$ cat src/rtl/wfca_pkg.sv
// shared types and constants of the windowed frame cache accounting block
package wfca_pkg;

  localparam int IDX_W      = 10;
  localparam int COUNT_W    = 11;
  localparam int BYTES_W    = 32;
  localparam int TOTAL_W    = 42;
  localparam int RADIUS_W   = 11;
  localparam int EPOCH_W    = 8;
  localparam int FRAME_SPAN = 1 << IDX_W;

  localparam int MAX_FRAMES_DEF = 1024;

  localparam int CFG_ADDR_W = 3;
  localparam int CFG_DATA_W = 32;

  localparam logic [0:0] REG_WINDOW_RADIUS = 1'b0;
  localparam logic [0:0] REG_WRAP_AROUND   = 1'b1;

  localparam logic [RADIUS_W-1:0] RADIUS_RESET = RADIUS_W'(2);

  localparam logic [1:0] FUNC_RECORD = 2'd0;
  localparam logic [1:0] FUNC_VISIT  = 2'd1;
  localparam logic [1:0] FUNC_CLEAR  = 2'd2;

  localparam logic [EPOCH_W-1:0] EPOCH_LAST = '1;

  typedef struct packed {
    logic [1:0]         func;
    logic [IDX_W-1:0]   frame_index;
    logic               has_pixels;
    logic [BYTES_W-1:0] byte_count;
    logic               is_protected;
    logic [IDX_W-1:0]   current_index;
    logic [COUNT_W-1:0] frame_count;
  } item_t;

  typedef struct packed {
    logic               evict;
    logic [TOTAL_W-1:0] total_bytes;
    logic [COUNT_W-1:0] cached_frames;
  } result_t;

  typedef struct packed {
    logic [RADIUS_W-1:0] window_radius;
    logic                wrap_around;
  } cfg_t;

  // one table entry: valid only while its epoch matches the current one
  typedef struct packed {
    logic               valid;
    logic [EPOCH_W-1:0] epoch;
    logic [BYTES_W-1:0] bytes;
  } entry_t;

endpackage

$ cat src/rtl/wfca_cfg.sv
// configuration registers behind the apb port
module wfca_cfg (
  input  logic                                clk,
  input  logic                                rst,
  input  logic                                psel,
  input  logic                                penable,
  input  logic                                pwrite,
  input  logic [wfca_pkg::CFG_ADDR_W-1:0]     paddr,
  input  logic [wfca_pkg::CFG_DATA_W-1:0]     pwdata,
  output logic [wfca_pkg::CFG_DATA_W-1:0]     prdata,
  output logic                                pready,
  output wfca_pkg::cfg_t                      cfg
);

  logic       wr;
  logic [0:0] sel;

  assign pready = 1'b1;
  assign sel    = paddr[2:2];
  assign wr     = psel && penable && pwrite;

  always_ff @(posedge clk) begin
    if (rst) begin
      cfg.window_radius <= wfca_pkg::RADIUS_RESET;
      cfg.wrap_around   <= 1'b0;
    end else if (wr) begin
      case (sel)
        wfca_pkg::REG_WINDOW_RADIUS: cfg.window_radius <= pwdata[wfca_pkg::RADIUS_W-1:0];
        wfca_pkg::REG_WRAP_AROUND:   cfg.wrap_around   <= pwdata[0];
        default: ;
      endcase
    end
  end

  always_comb begin
    prdata = '0;
    case (sel)
      wfca_pkg::REG_WINDOW_RADIUS: prdata[wfca_pkg::RADIUS_W-1:0] = cfg.window_radius;
      wfca_pkg::REG_WRAP_AROUND:   prdata[0] = cfg.wrap_around;
      default: prdata = '0;
    endcase
  end

endmodule

$ cat config.mk
export PLATFORM = sky130hd
export DESIGN_NAME = wfca_cfg
export DESIGN_NICKNAME = d
export VERILOG_FILES = /design/src/rtl/wfca_pkg.sv /design/src/rtl/wfca_cfg.sv
export SDC_FILE = /design/constraint.sdc
export NUM_CORES = 1
export LEC_CHECK = 0
export BUFFER_PORTS_ARGS = -buffer_cell sky130_fd_sc_hd__buf_2
export CAP_MARGIN = 20
export CORE_MARGIN = 2
export CORE_UTILIZATION = 38
export CTS_BUF_LIST = sky130_fd_sc_hd__clkbuf_8
export DETAILED_ROUTE_END_ITERATION = 6
export PLACE_DENSITY = 0.89
export SETUP_SLACK_MARGIN = 0.05
export SYNTH_ARGS = -nofsm -noshare
export SYNTH_HDL_FRONTEND = slang
export SYNTH_SLANG_ARGS = --single-unit
$ cat constraint.sdc
create_clock -name clk -period 3 [get_ports clk]
set_clock_uncertainty 0.2 [all_clocks]
set_input_delay 0.6 -clock clk [delete_from_list [all_inputs] [get_ports clk]]
set_output_delay 0.6 -clock clk [all_outputs]
set_load 0.005 [all_outputs]
# Word-level counts from Yosys, hierarchy flattened
# Index checks and enable logic that the tools add are counted.
# totals
ff_bits,12
inputBits,40
out_inout_bits,45
elab_cells,9
# op_classes
muxes,2
n_bitwise,1
reduce_logical,4
# op_table
cell,n
10-bit 2-to-1 mux,1
2-bit AND reduction,2
1-bit logical AND,2
1-bit one-hot mux with 2 select lines,1
1-bit NOT,1

# Depth between registers and ports, before layout
# depth
ltp_word,3
depth_mapped,3
ltp_nobuf,2

# Worst setup path before layout
# OpenSTA, ideal clock, no wires.
# synth_path
path_kind,input port to output port
start,input port paddr[2] (netlist bit)
end,output port prdata[0] (netlist bit)
arrival_ns,0.914
required_time_ns,2.200
slack_ns,1.286
path_stages,1
path_buffers,0
path_cell_list,mux2_2
# synth_between
elab_chain_cells,2
# synth_rtl
item,line,source
start: declaration,wfca_cfg.sv:8,"input logic [wfca_pkg::CFG_ADDR_W-1:0] paddr,"
1-bit NOT,-,
1-bit one-hot mux with 2 select lines *,wfca_cfg.sv:37,case (sel)
end: declaration,wfca_cfg.sv:10,"output logic [wfca_pkg::CFG_DATA_W-1:0] prdata,"
# Mark *: on every way between the ends. The rest lies on a longest branch, timed or not.

# Worst setup path after layout
# Same ends and word-level chain as after synthesis.

==> flow_summary.ini <==
[synth]
synth_top_area_share_pct = 30.1
netlist_top_cells_area = dfxtp_1, buf_4, nand2b_1
synth_most_common_cell = buf_4
synth_common_cells = buf_4, nand2b_1, dfxtp_1, mux2i_1, nor2b_1
synth_area_um2 = 798
synthArstFlopShare_pct = 0
synth_ff_type = dfxtp_1
synth-edff-count = 0
syn_area_per_cell_um2 = 9.07
synth_seq_cells = 12
yosysTopAreaCell = dfxtp_1
ys_warn_count = 0
ys_types = 13
ys_seq_area_share_pct = 30.1
synthCells = 88

[layout]
largestRegisters = cfg x12
utilization_pct = 48.9
antenna_cells = 0
instances_no_fill = 152
drive_gt1_share_pct = 36.0
finalNetCount = 166
largest-register = cfg
area_growth_pct = 20.2
largest_reg_flops = 12
stdcell_area_um2 = 960

[worst_setup_path]
slowest_stage = mux2_2
crit_path_start = paddr[2]
worstRegToRegCells = 2
regToRegSetupSlack_ns = 2.18
cp-start-kind = input pin
path_max_fanout = 13
cp_cell_sequence = buf_2 -> mux2_2 -> buf_2
worst_ep_arrival_time_ns = 1.33
crit_family = multiplexers
r2r_start = cfg[8]$_SDFFE_PP0P_
crit_buf_inv = 2
crit_path_max_incr_delay_ns = 0.37
path_common_cell = buf_2
cp.required_ns = 2.20
r2r_end = cfg[8]$_SDFFE_PP0P_
setup.worst_path.class = in2out
end_kind = output pin
critical_path_cell_count = 3
critPathCapture = prdata[0]

[clock_network]
cts_tree = yes
clock_path_buffers = 2
hold_buffers = 0
h-tree-depth = 1
cts_inserted_buffers = 3
ctsRootBufferMaster = clkbuf_8
clkLatencyLatePin_ns = 0.23
clock_sinks = 12
post_cts_resized = 0
clk_pin_slew_worst_paths_ns = 0.05
cts_setup_buffers = 0

[sta]
fin_ws_ns = 0.874
max_freq_mhz = 470
setup-tns-final_ns = 0
fin_crit_sh_pct = 70.9
fin_crit_ns = 2.13
setup_viol = 0
hold_ws_ns = 0.285
slew_viol_final = 0
rsz0062_at_grt = false
finalHoldViolations = 0

[place]
gp_congestion = 0.597
port-buffer-count = 39
dpl_worst_slack_ns = 0.875
place_area_um2 = 905
dpl.hpwl_um = 1160
dp.cells = 148

[power]
switchingPower_mw = 0.0862
ir_worst_vdd_mv = 0.201
p_int_mw = 0.301
clockPowerShare_pct = 45.3
p_sw_share_pct = 22.2
combPwrFrac_pct = 12.0
power_density_nw_per_um2 = 404
power_mw = 0.387
power.leakage_nw = 0.491
seq_power_share_pct = 42.7

[global_route]
grt_pass1_wl_um = 2370
grt_max_degree = 24
grt_pass1_vias = 567
track_usage_pct = 12.4
antenna_found_initial = 0
grt_overflow = 0

[flow_run]
cap_violations = 0

[floorplanning]
dieHeight_um = 49.8
ios = 85
initial_core_util_pct = 40.7
core-area_um2 = 1960
die_w_um = 49.8
rows = 16
dieArea_um2 = 2480

[worst_hold_path]
hp-class = reg2reg

[drt]
wirelength_um = 1490
vias = 630
drc = 0
vias_per_cell = 4.14
first_pass_iters = 4
post_drt_wl_per_cell_um = 9.82
drtAntennaViolNets = 0
drtIter0Drc = 5

[status]
status = finished, final reports clean
-- area by class of cell --
class                      count  area (um^2)
sequential                    12          240
clock buffer                   4         55.1
fill                         211         1000
multi-input combinational     70          435
timing repair buffer          39          195
tap                           27         33.8
-- per-layer routing --
layer  up-vias  share of wire (%)  global-route usage, %
met5         -                  0                      0
met4         0                  0                   4.17
met3         0                 13                   3.94
met2        43                 45                   22.0
met1       281                 42                   13.9
li1        306                  -                      -
-- worst min path at each step --
stage          cells after the start                 start                   end  slack, ns
4_1_cts                            2  cfg[10]$_SDFFE_PP0P_  cfg[10]$_SDFFE_PP0P_       0.29
3_3_place_gp                       2   cfg[4]$_SDFFE_PP0P_   cfg[4]$_SDFFE_PP0P_       0.26
3_5_place_dp                       2   cfg[3]$_SDFFE_PP0P_   cfg[3]$_SDFFE_PP0P_       0.28
2_1_floorplan                      2   cfg[4]$_SDFFE_PP0P_   cfg[4]$_SDFFE_PP0P_       0.27
5_1_grt                            2  cfg[10]$_SDFFE_PP0P_  cfg[10]$_SDFFE_PP0P_       0.30
6_report                           2  cfg[11]$_SDFFE_PP0P_  cfg[11]$_SDFFE_PP0P_       0.28
-- worst register-to-register path, stage by stage, from the launching register on --
cell	delay (ns)
dfxtp_1	0.36
nand2b_1	0.06
mux2i_1	0.13
-- cell usage in the layout (no fill, tap or decap) --
master,synthesis,layout
mux2i_1,12,12
and4b_4,1,1
conb_1,2,22
nand2b_1,21,21
clkbuf_8,0,4
nor2b_1,10,10
nand4_1,1,1
buf_2,1,39
mux2_2,1,1
nor2_1,2,2
dfxtp_1,12,12
-- logic make-up after synthesis --
logic type,share of synthesized area [%]
and+or+nand+nor,27.7
buffers and inverters,24.8
other,0.941
muxes,16.5
DFF,30.1
-- power by group through the flow --
stage	Clock (mW)	Combinational (mW)	Sequential, mW
2_1_floorplan	0	0.0487	0.169
3_3_place_gp	0	0.0448	0.168
3_5_place_dp	0	0.0464	0.169
4_1_cts	0.180	0.0465	0.165
5_1_grt	0.191	0.0526	0.166
6_report	0.176	0.0464	0.165
No activity file was read; power rests on OpenSTA's default activity.
