## src/rtl/wfca_pkg.sv

```systemverilog
// shared types and constants of the windowed frame cache accounting block
package wfca_pkg;

  localparam int IDX_W      = 10;
  localparam int COUNT_W    = 11;
  localparam int BYTES_W    = 32;
  localparam int TOTAL_W    = 42;
  localparam int RADIUS_W   = 11;
  localparam int EPOCH_W    = 8;
  localparam int FRAME_SPAN = 1 << IDX_W;

  localparam int MAX_FRAMES_DEF = 1024;

  localparam int CFG_ADDR_W = 3;
  localparam int CFG_DATA_W = 32;

  localparam logic [0:0] REG_WINDOW_RADIUS = 1'b0;
  localparam logic [0:0] REG_WRAP_AROUND   = 1'b1;

  localparam logic [RADIUS_W-1:0] RADIUS_RESET = RADIUS_W'(2);

  localparam logic [1:0] FUNC_RECORD = 2'd0;
  localparam logic [1:0] FUNC_VISIT  = 2'd1;
  localparam logic [1:0] FUNC_CLEAR  = 2'd2;

  localparam logic [EPOCH_W-1:0] EPOCH_LAST = '1;

  typedef struct packed {
    logic [1:0]         func;
    logic [IDX_W-1:0]   frame_index;
    logic               has_pixels;
    logic [BYTES_W-1:0] byte_count;
    logic               is_protected;
    logic [IDX_W-1:0]   current_index;
    logic [COUNT_W-1:0] frame_count;
  } item_t;

  typedef struct packed {
    logic               evict;
    logic [TOTAL_W-1:0] total_bytes;
    logic [COUNT_W-1:0] cached_frames;
  } result_t;

  typedef struct packed {
    logic [RADIUS_W-1:0] window_radius;
    logic                wrap_around;
  } cfg_t;

  // one table entry: valid only while its epoch matches the current one
  typedef struct packed {
    logic               valid;
    logic [EPOCH_W-1:0] epoch;
    logic [BYTES_W-1:0] bytes;
  } entry_t;

endpackage

```

## src/rtl/wfca_window.sv

```systemverilog
// distance check of a frame against the window around the current frame
module wfca_window (
  input  logic [wfca_pkg::IDX_W-1:0]   frame_index,
  input  logic [wfca_pkg::IDX_W-1:0]   current_index,
  input  logic [wfca_pkg::COUNT_W-1:0] frame_count,
  input  wfca_pkg::cfg_t               cfg,
  output logic                         in_window
);

  logic [wfca_pkg::IDX_W-1:0]   direct;
  logic [wfca_pkg::COUNT_W-1:0] direct_w;
  logic [wfca_pkg::COUNT_W-1:0] other;
  logic [wfca_pkg::COUNT_W-1:0] gap;
  logic                         use_wrap;

  always_comb begin
    direct   = (frame_index >= current_index) ? frame_index - current_index
                                              : current_index - frame_index;
    direct_w = {1'b0, direct};
    other    = frame_count - direct_w;
    use_wrap = cfg.wrap_around && (frame_count > wfca_pkg::COUNT_W'(1))
               && (direct_w < frame_count);
    gap       = (use_wrap && (other < direct_w)) ? other : direct_w;
    in_window = (gap <= cfg.window_radius);
  end

endmodule

```

## config.mk

```make
export PLATFORM = sky130hd
export DESIGN_NAME = wfca_window
export DESIGN_NICKNAME = d
export VERILOG_FILES = /design/src/rtl/wfca_pkg.sv /design/src/rtl/wfca_window.sv
export SDC_FILE = /design/constraint.sdc
export NUM_CORES = 1
export LEC_CHECK = 0
export ABC_AREA = 1
export BUFFER_PORTS_ARGS = -buffer_cell sky130_fd_sc_hd__buf_2
export CAP_MARGIN = 20
export CORE_MARGIN = 2
export CORE_UTILIZATION = 38
export DETAILED_ROUTE_END_ITERATION = 8
export PLACE_DENSITY = 0.58
export SETUP_SLACK_MARGIN = 0.3
export SYNTH_ARGS = -nofsm -noshare
export SYNTH_HDL_FRONTEND = slang
export SYNTH_SLANG_ARGS = --single-unit
```

## constraint.sdc

```tcl
create_clock -name vclk -period 10.65
set_clock_uncertainty 0.1 [all_clocks]
set_input_delay 0.5325 -clock vclk [all_inputs]
set_output_delay 0.5325 -clock vclk [all_outputs]
set_load 0.02 [all_outputs]
```

* Word level (Yosys, flattened, before mapping)
Cells that the tools add are included.
Word-level totals: logic and storage cells 13, memory bits (writable) 0, latch bits 0, bits in registers 0, output and inout port bits 1, memories kept 0, bits of input ports 43, bits in read-only memories 0
Cells by class: eq/ne operators 0, order comparisons 5, multiply operators 0, $add $sub $neg 3, bitwise gates (word level) 0, reductions and logical operators 3, divide/modulo/power cells 0, mux-type cells 2, shift operators 0
Operators with widths (count):
- $sub A10 B10 Y10 | 2
- $gt A11 B1 Y1 const B | 1
- $le A11 B11 Y1 | 1
- $lt A10 B11 Y1 | 1
- $lt A11 B10 Y1 | 1
- $mux W11 | 1
- $sub A11 B10 Y11 | 1
- $ge A10 B10 Y1 | 1
- $mux W10 | 1
- $logic_and A1 B1 Y1 | 3

* Logic depth before layout (Yosys ltp)
depth after elaboration 7, depth in mapped cells 44, gate-level depth less buffers 43

* Least setup slack after synthesis
No wires, ideal clock.
path type in2out, from input frame_index[0] (netlist bit), to output in_window, path buffers 1, data required time 10017 ps, setup slack 4812 ps, arrival 5205 ps, stages on the path 39, path through inv_1 -> ha_1 -> inv_1 -> fa_1 -> nand2_1 -> nand2_1 -> nand3_1 -> nand2_2 -> nand2_4 -> nand2_4 -> buf_6 -> inv_1 -> nand2_1 -> o21ai_0 -> o21ai_0 -> xor2_1 -> ha_1 -> nand2_1 -> (+3 left out) -> nand2_1 -> nand3_1 -> nand2_1 -> ha_1 -> nor3_1 -> nand2_1 -> nor2_2 -> nand3_2 -> nand2_1 -> nand2_1 -> ha_1 -> a21oi_1 -> o31ai_1 -> a221oi_1 -> o21ai_0 -> a221oi_1 -> o21ai_0 -> o41ai_1
Between the ends: longest elaborated chain between the ends 7, elaborated cells on any way between the ends 11, those cells by class add/sub (3); order compare (4); mux (2); reduce/logical (2)
RTL lines:
- start: declaration | RTL line wfca_window.sv:3 | input logic [wfca_pkg::IDX_W-1:0] frame_index,
- $sub A10 B10 Y10, or another cell as far along | RTL line wfca_window.sv:18 | : current_index - frame_index;
- $mux W10 * | RTL line wfca_window.sv:17 | direct = (frame_index >= current_index) ? frame_index - current_index
- $sub A11 B10 Y11 / $lt A10 B11 Y1 (equally long branches) | RTL line wfca_window.sv:20, wfca_window.sv:22
- $lt A11 B10 Y1 / $logic_and A1 B1 Y1 (equally long branches) | RTL line wfca_window.sv:23, wfca_window.sv:22
- $logic_and A1 B1 Y1 | RTL line wfca_window.sv:23 | gap = (use_wrap && (other < direct_w)) ? other : direct_w;
- $mux W11 * | RTL line wfca_window.sv:23
- $le A11 B11 Y1 * | RTL line wfca_window.sv:24 | in_window = (gap <= cfg.window_radius);
- end: declaration | RTL line wfca_window.sv:7 | output logic in_window
Mark *: on every way between the ends. The rest lies on a longest branch, timed or not.

* Worst setup path after layout
Ends and elaborated chain as after synthesis.

==> report_table.html <==
<table>
<tr><th>Metric</th><th>Value</th></tr>
<tr><th colspan="2">Outcome</th></tr>
<tr><td>Outcome</td><td>completed</td></tr>
<tr><th colspan="2">Placement</th></tr>
<tr><td>Placed Area</td><td>2410 um^2</td></tr>
<tr><td>Buffers added on ports</td><td>44</td></tr>
<tr><td>Dpl ws</td><td>3.78 ns</td></tr>
<tr><td>Final HPWL from detailed placement</td><td>4.34 mm</td></tr>
<tr><td>Final GP Congestion</td><td>0.846</td></tr>
<tr><th colspan="2">Global route</th></tr>
<tr><td>Initial antenna violation count</td><td>0</td></tr>
<tr><td>Total global-route track usage</td><td>15.5%</td></tr>
<tr><td>First-pass GRT wire length</td><td>8.27 mm</td></tr>
<tr><td>Residual overflow from global routing</td><td>0</td></tr>
<tr><td>Pin count of the biggest net entering global routing</td><td>14</td></tr>
<tr><td>Number of global-route vias before repair</td><td>2032</td></tr>
<tr><th colspan="2">Clock network</th></tr>
<tr><td>Count of hold-fix buffers inserted at cts</td><td>0</td></tr>
<tr><td>Count of buffers added by post-CTS timing repair for setup</td><td>0</td></tr>
<tr><td>Number of gates resized after CTS</td><td>0</td></tr>
<tr><th colspan="2">Yosys</th></tr>
<tr><td>Yosys warnings</td><td>0</td></tr>
<tr><td>Post-Syn Area</td><td>2140 um^2</td></tr>
<tr><td>Most area-hungry cell type in the Yosys netlist</td><td>sky130_fd_sc_hd__ha_1</td></tr>
<tr><td>Unique masters post-synth</td><td>32</td></tr>
<tr><td>Mapped Nets</td><td>454</td></tr>
<tr><td>Part of the Yosys area used for sequential elements</td><td>0%</td></tr>
<tr><td>Post-synthesis average cell area</td><td>5.90 um^2</td></tr>
<tr><td>Cell count after synthesis</td><td>363</td></tr>
<tr><td>Cell types occupying the most area after synthesis</td><td>sky130_fd_sc_hd__ha_1, sky130_fd_sc_hd__nand2_1, sky130_fd_sc_hd__inv_1</td></tr>
<tr><td>Proportion of netlist area held by the largest area contributor</td><td>26.9%</td></tr>
<tr><th colspan="2">Cells and area</th></tr>
<tr><td>Finished Cell Area</td><td>2410 um^2</td></tr>
<tr><td>Ratio of cells with drive above 1 in the final layout</td><td>16.7%</td></tr>
<tr><td>FF/Latch Area</td><td>0 um^2</td></tr>
<tr><td>Layout Nets</td><td>495</td></tr>
<tr><td>Number of antenna diodes</td><td>0</td></tr>
<tr><td>Post-route core utilization</td><td>44.0%</td></tr>
<tr><td>Layout clock buffer count</td><td>0</td></tr>
<tr><td>FFs &amp; Latches</td><td>0</td></tr>
<tr><td>Area overhead of the layout relative to synthesis</td><td>12.3%</td></tr>
<tr><th colspan="2">Timing</th></tr>
<tr><td>Setup repair after global routing missed its margin</td><td>no</td></tr>
<tr><td>Final setup margin</td><td>3.80 ns</td></tr>
<tr><td>Sum of negative setup slack</td><td>0 ns</td></tr>
<tr><td>Final min period</td><td>6.85 ns</td></tr>
<tr><td>Count of final hold-check violations</td><td>0</td></tr>
<tr><td>Final setup viols</td><td>0</td></tr>
<tr><td>Fmax achieved</td><td>146 MHz</td></tr>
<tr><td>Final Cycle Share</td><td>64.3%</td></tr>
<tr><td>Slew Viols, Final</td><td>0</td></tr>
<tr><th colspan="2">Floorplanning</th></tr>
<tr><td>Die Wd</td><td>79.1 um</td></tr>
<tr><td>Starting density of the core</td><td>39.2%</td></tr>
<tr><td>I/O pin total</td><td>44</td></tr>
<tr><td>Die area</td><td>6260 um^2</td></tr>
<tr><td>CORE AREA</td><td>5470 um^2</td></tr>
<tr><td>Die Ht</td><td>79.1 um</td></tr>
<tr><td>Std cell rows</td><td>27</td></tr>
<tr><th colspan="2">Power</th></tr>
<tr><td>PD cells</td><td>126 nW/um^2</td></tr>
<tr><td>Leakage power figure</td><td>0.00155 uW</td></tr>
<tr><td>Worst IR drop on VDD</td><td>0.0425 mV</td></tr>
<tr><th colspan="2">Setup path</th></tr>
<tr><td>Startpoint Class</td><td>input pin</td></tr>
<tr><td>Arr. time, crit path</td><td>6.22 ns</td></tr>
<tr><td>Peak fanout along the critical path</td><td>13</td></tr>
<tr><td>Critical path data required time</td><td>10.02 ns</td></tr>
<tr><td>Category of the most critical setup path</td><td>input pin to primary output</td></tr>
<tr><td>Launch point of the critical path</td><td>frame_index[0]</td></tr>
<tr><td>Critical Path End Type</td><td>primary output</td></tr>
<tr><td>Cell type with the highest occurrence count on the critical path</td><td>sky130_fd_sc_hd__nand2_1</td></tr>
<tr><td>Largest incremental delay on the critical path</td><td>0.39 ns</td></tr>
<tr><td>Master of the slowest instance on the critical path</td><td>sky130_fd_sc_hd__fa_1</td></tr>
<tr><th colspan="2">Routing</th></tr>
<tr><td>Average detailed-routed wire length per instance</td><td>10.0 um</td></tr>
<tr><td>WL final</td><td>4.74 mm</td></tr>
<tr><td>Detailed Route Iter0 Violations</td><td>47</td></tr>
<tr><td>DRC violation count after routing</td><td>0</td></tr>
<tr><td>Pre-Repair DR Iteration Count</td><td>4</td></tr>
<tr><td>Via Count</td><td>2190</td></tr>
<tr><td>Via count normalized by instance count</td><td>4.62</td></tr>
<tr><td>Residual antenna-violating net count after detailed routing</td><td>0</td></tr>
<tr><th colspan="2">Run</th></tr>
<tr><td>Max-capacitance violation count</td><td>0</td></tr>
<tr><th colspan="2">Min path</th></tr>
<tr><td>Hold crit path type</td><td>input pin to primary output</td></tr>
<tr><td>Startpoint of the most critical hold path</td><td>cfg[1]</td></tr>
<tr><td>Hold Path Stages</td><td>5</td></tr>
</table>
==> stage by stage <==
stage	instances	hold WS, ns	power, uW
global route	474	1.57	354
floorplan	363	1.38	247
detailed placement	474	1.55	302
CTS	474	1.55	304
global placement	474	1.53	304
finish	474	1.55	302
==> area by class of cell <==
type	instances	area (um^2)
Timing Repair Buffer	44	220
Multi-Input combinational cell	279	1800
Fill cell	619	3070
Tap cell	72	90.1
Inverter	79	297
==> cells by family after synthesis <==
group                      count (synthesis)  share of synthesized area [%]
buffers and inverters                     84                           16.0
xor gates and xnor gates                  15                           6.13
other                                      1                          0.175
AOI/OAI and AO/OA                         45                           12.1
adders and majority gates                 48                           28.7
and+or+nand+nor                          170                           36.8
==> layer usage <==
layer	GRT usage, %	share of wire [%]
met1	19.8	48
met2	30.6	51
met3	0.114	2.0
met4	0	0
met5	0	0
==> worst paths after layout <==
check,slack (ns),end
worst max-delay path,3.80,in_window
worst min-delay path,1.55,in_window
==> critical path, delay by kind of cell <==
family                     cells  cell delay, ns
AOI/OAI and AO/OA             10            1.60
xor gates and xnor gates       1            0.31
adders and majority gates      5            1.36
buffers and inverters          5            0.56
and+or+nand+nor               17            1.86
==> cell usage after synthesis (4+ instances only) <==
cell type                   n
sky130_fd_sc_hd__inv_2      4
sky130_fd_sc_hd__inv_1     75
sky130_fd_sc_hd__nor3_1     4
sky130_fd_sc_hd__nand2_2    9
sky130_fd_sc_hd__ha_1      46
sky130_fd_sc_hd__nand3_2    4
sky130_fd_sc_hd__a21oi_1   22
sky130_fd_sc_hd__nand4_1   12
sky130_fd_sc_hd__o21ai_0    9
sky130_fd_sc_hd__nand2_1  101
sky130_fd_sc_hd__xor2_1    14
sky130_fd_sc_hd__nand3_1   17
sky130_fd_sc_hd__nor2_1    13
==> power by group <==
group / switching, uW / internal [uW] / leakage (uW)
registers: 0 / 0 / 0
logic: 187 / 115 / 0.00155
clock network: 0 / 0 / 0
==> placed cells by master, fill, tap and decap left out, drive strengths merged <==
cell type and count:
nand4 12, o21bai 3, inv 79, o31ai 1, buf 44, o21ai 11
a22oi 1, nand2 113, nand3b 2, a21o 2, o41ai 1, nor2 16
ha 46, nand3 21, nor4 2, a21oi 22, conb 1, a221oi 3
xor2 14, a211oi 1, xnor2 1, fa 2, nor3 4
No activity file was read; power rests on OpenSTA's default activity.
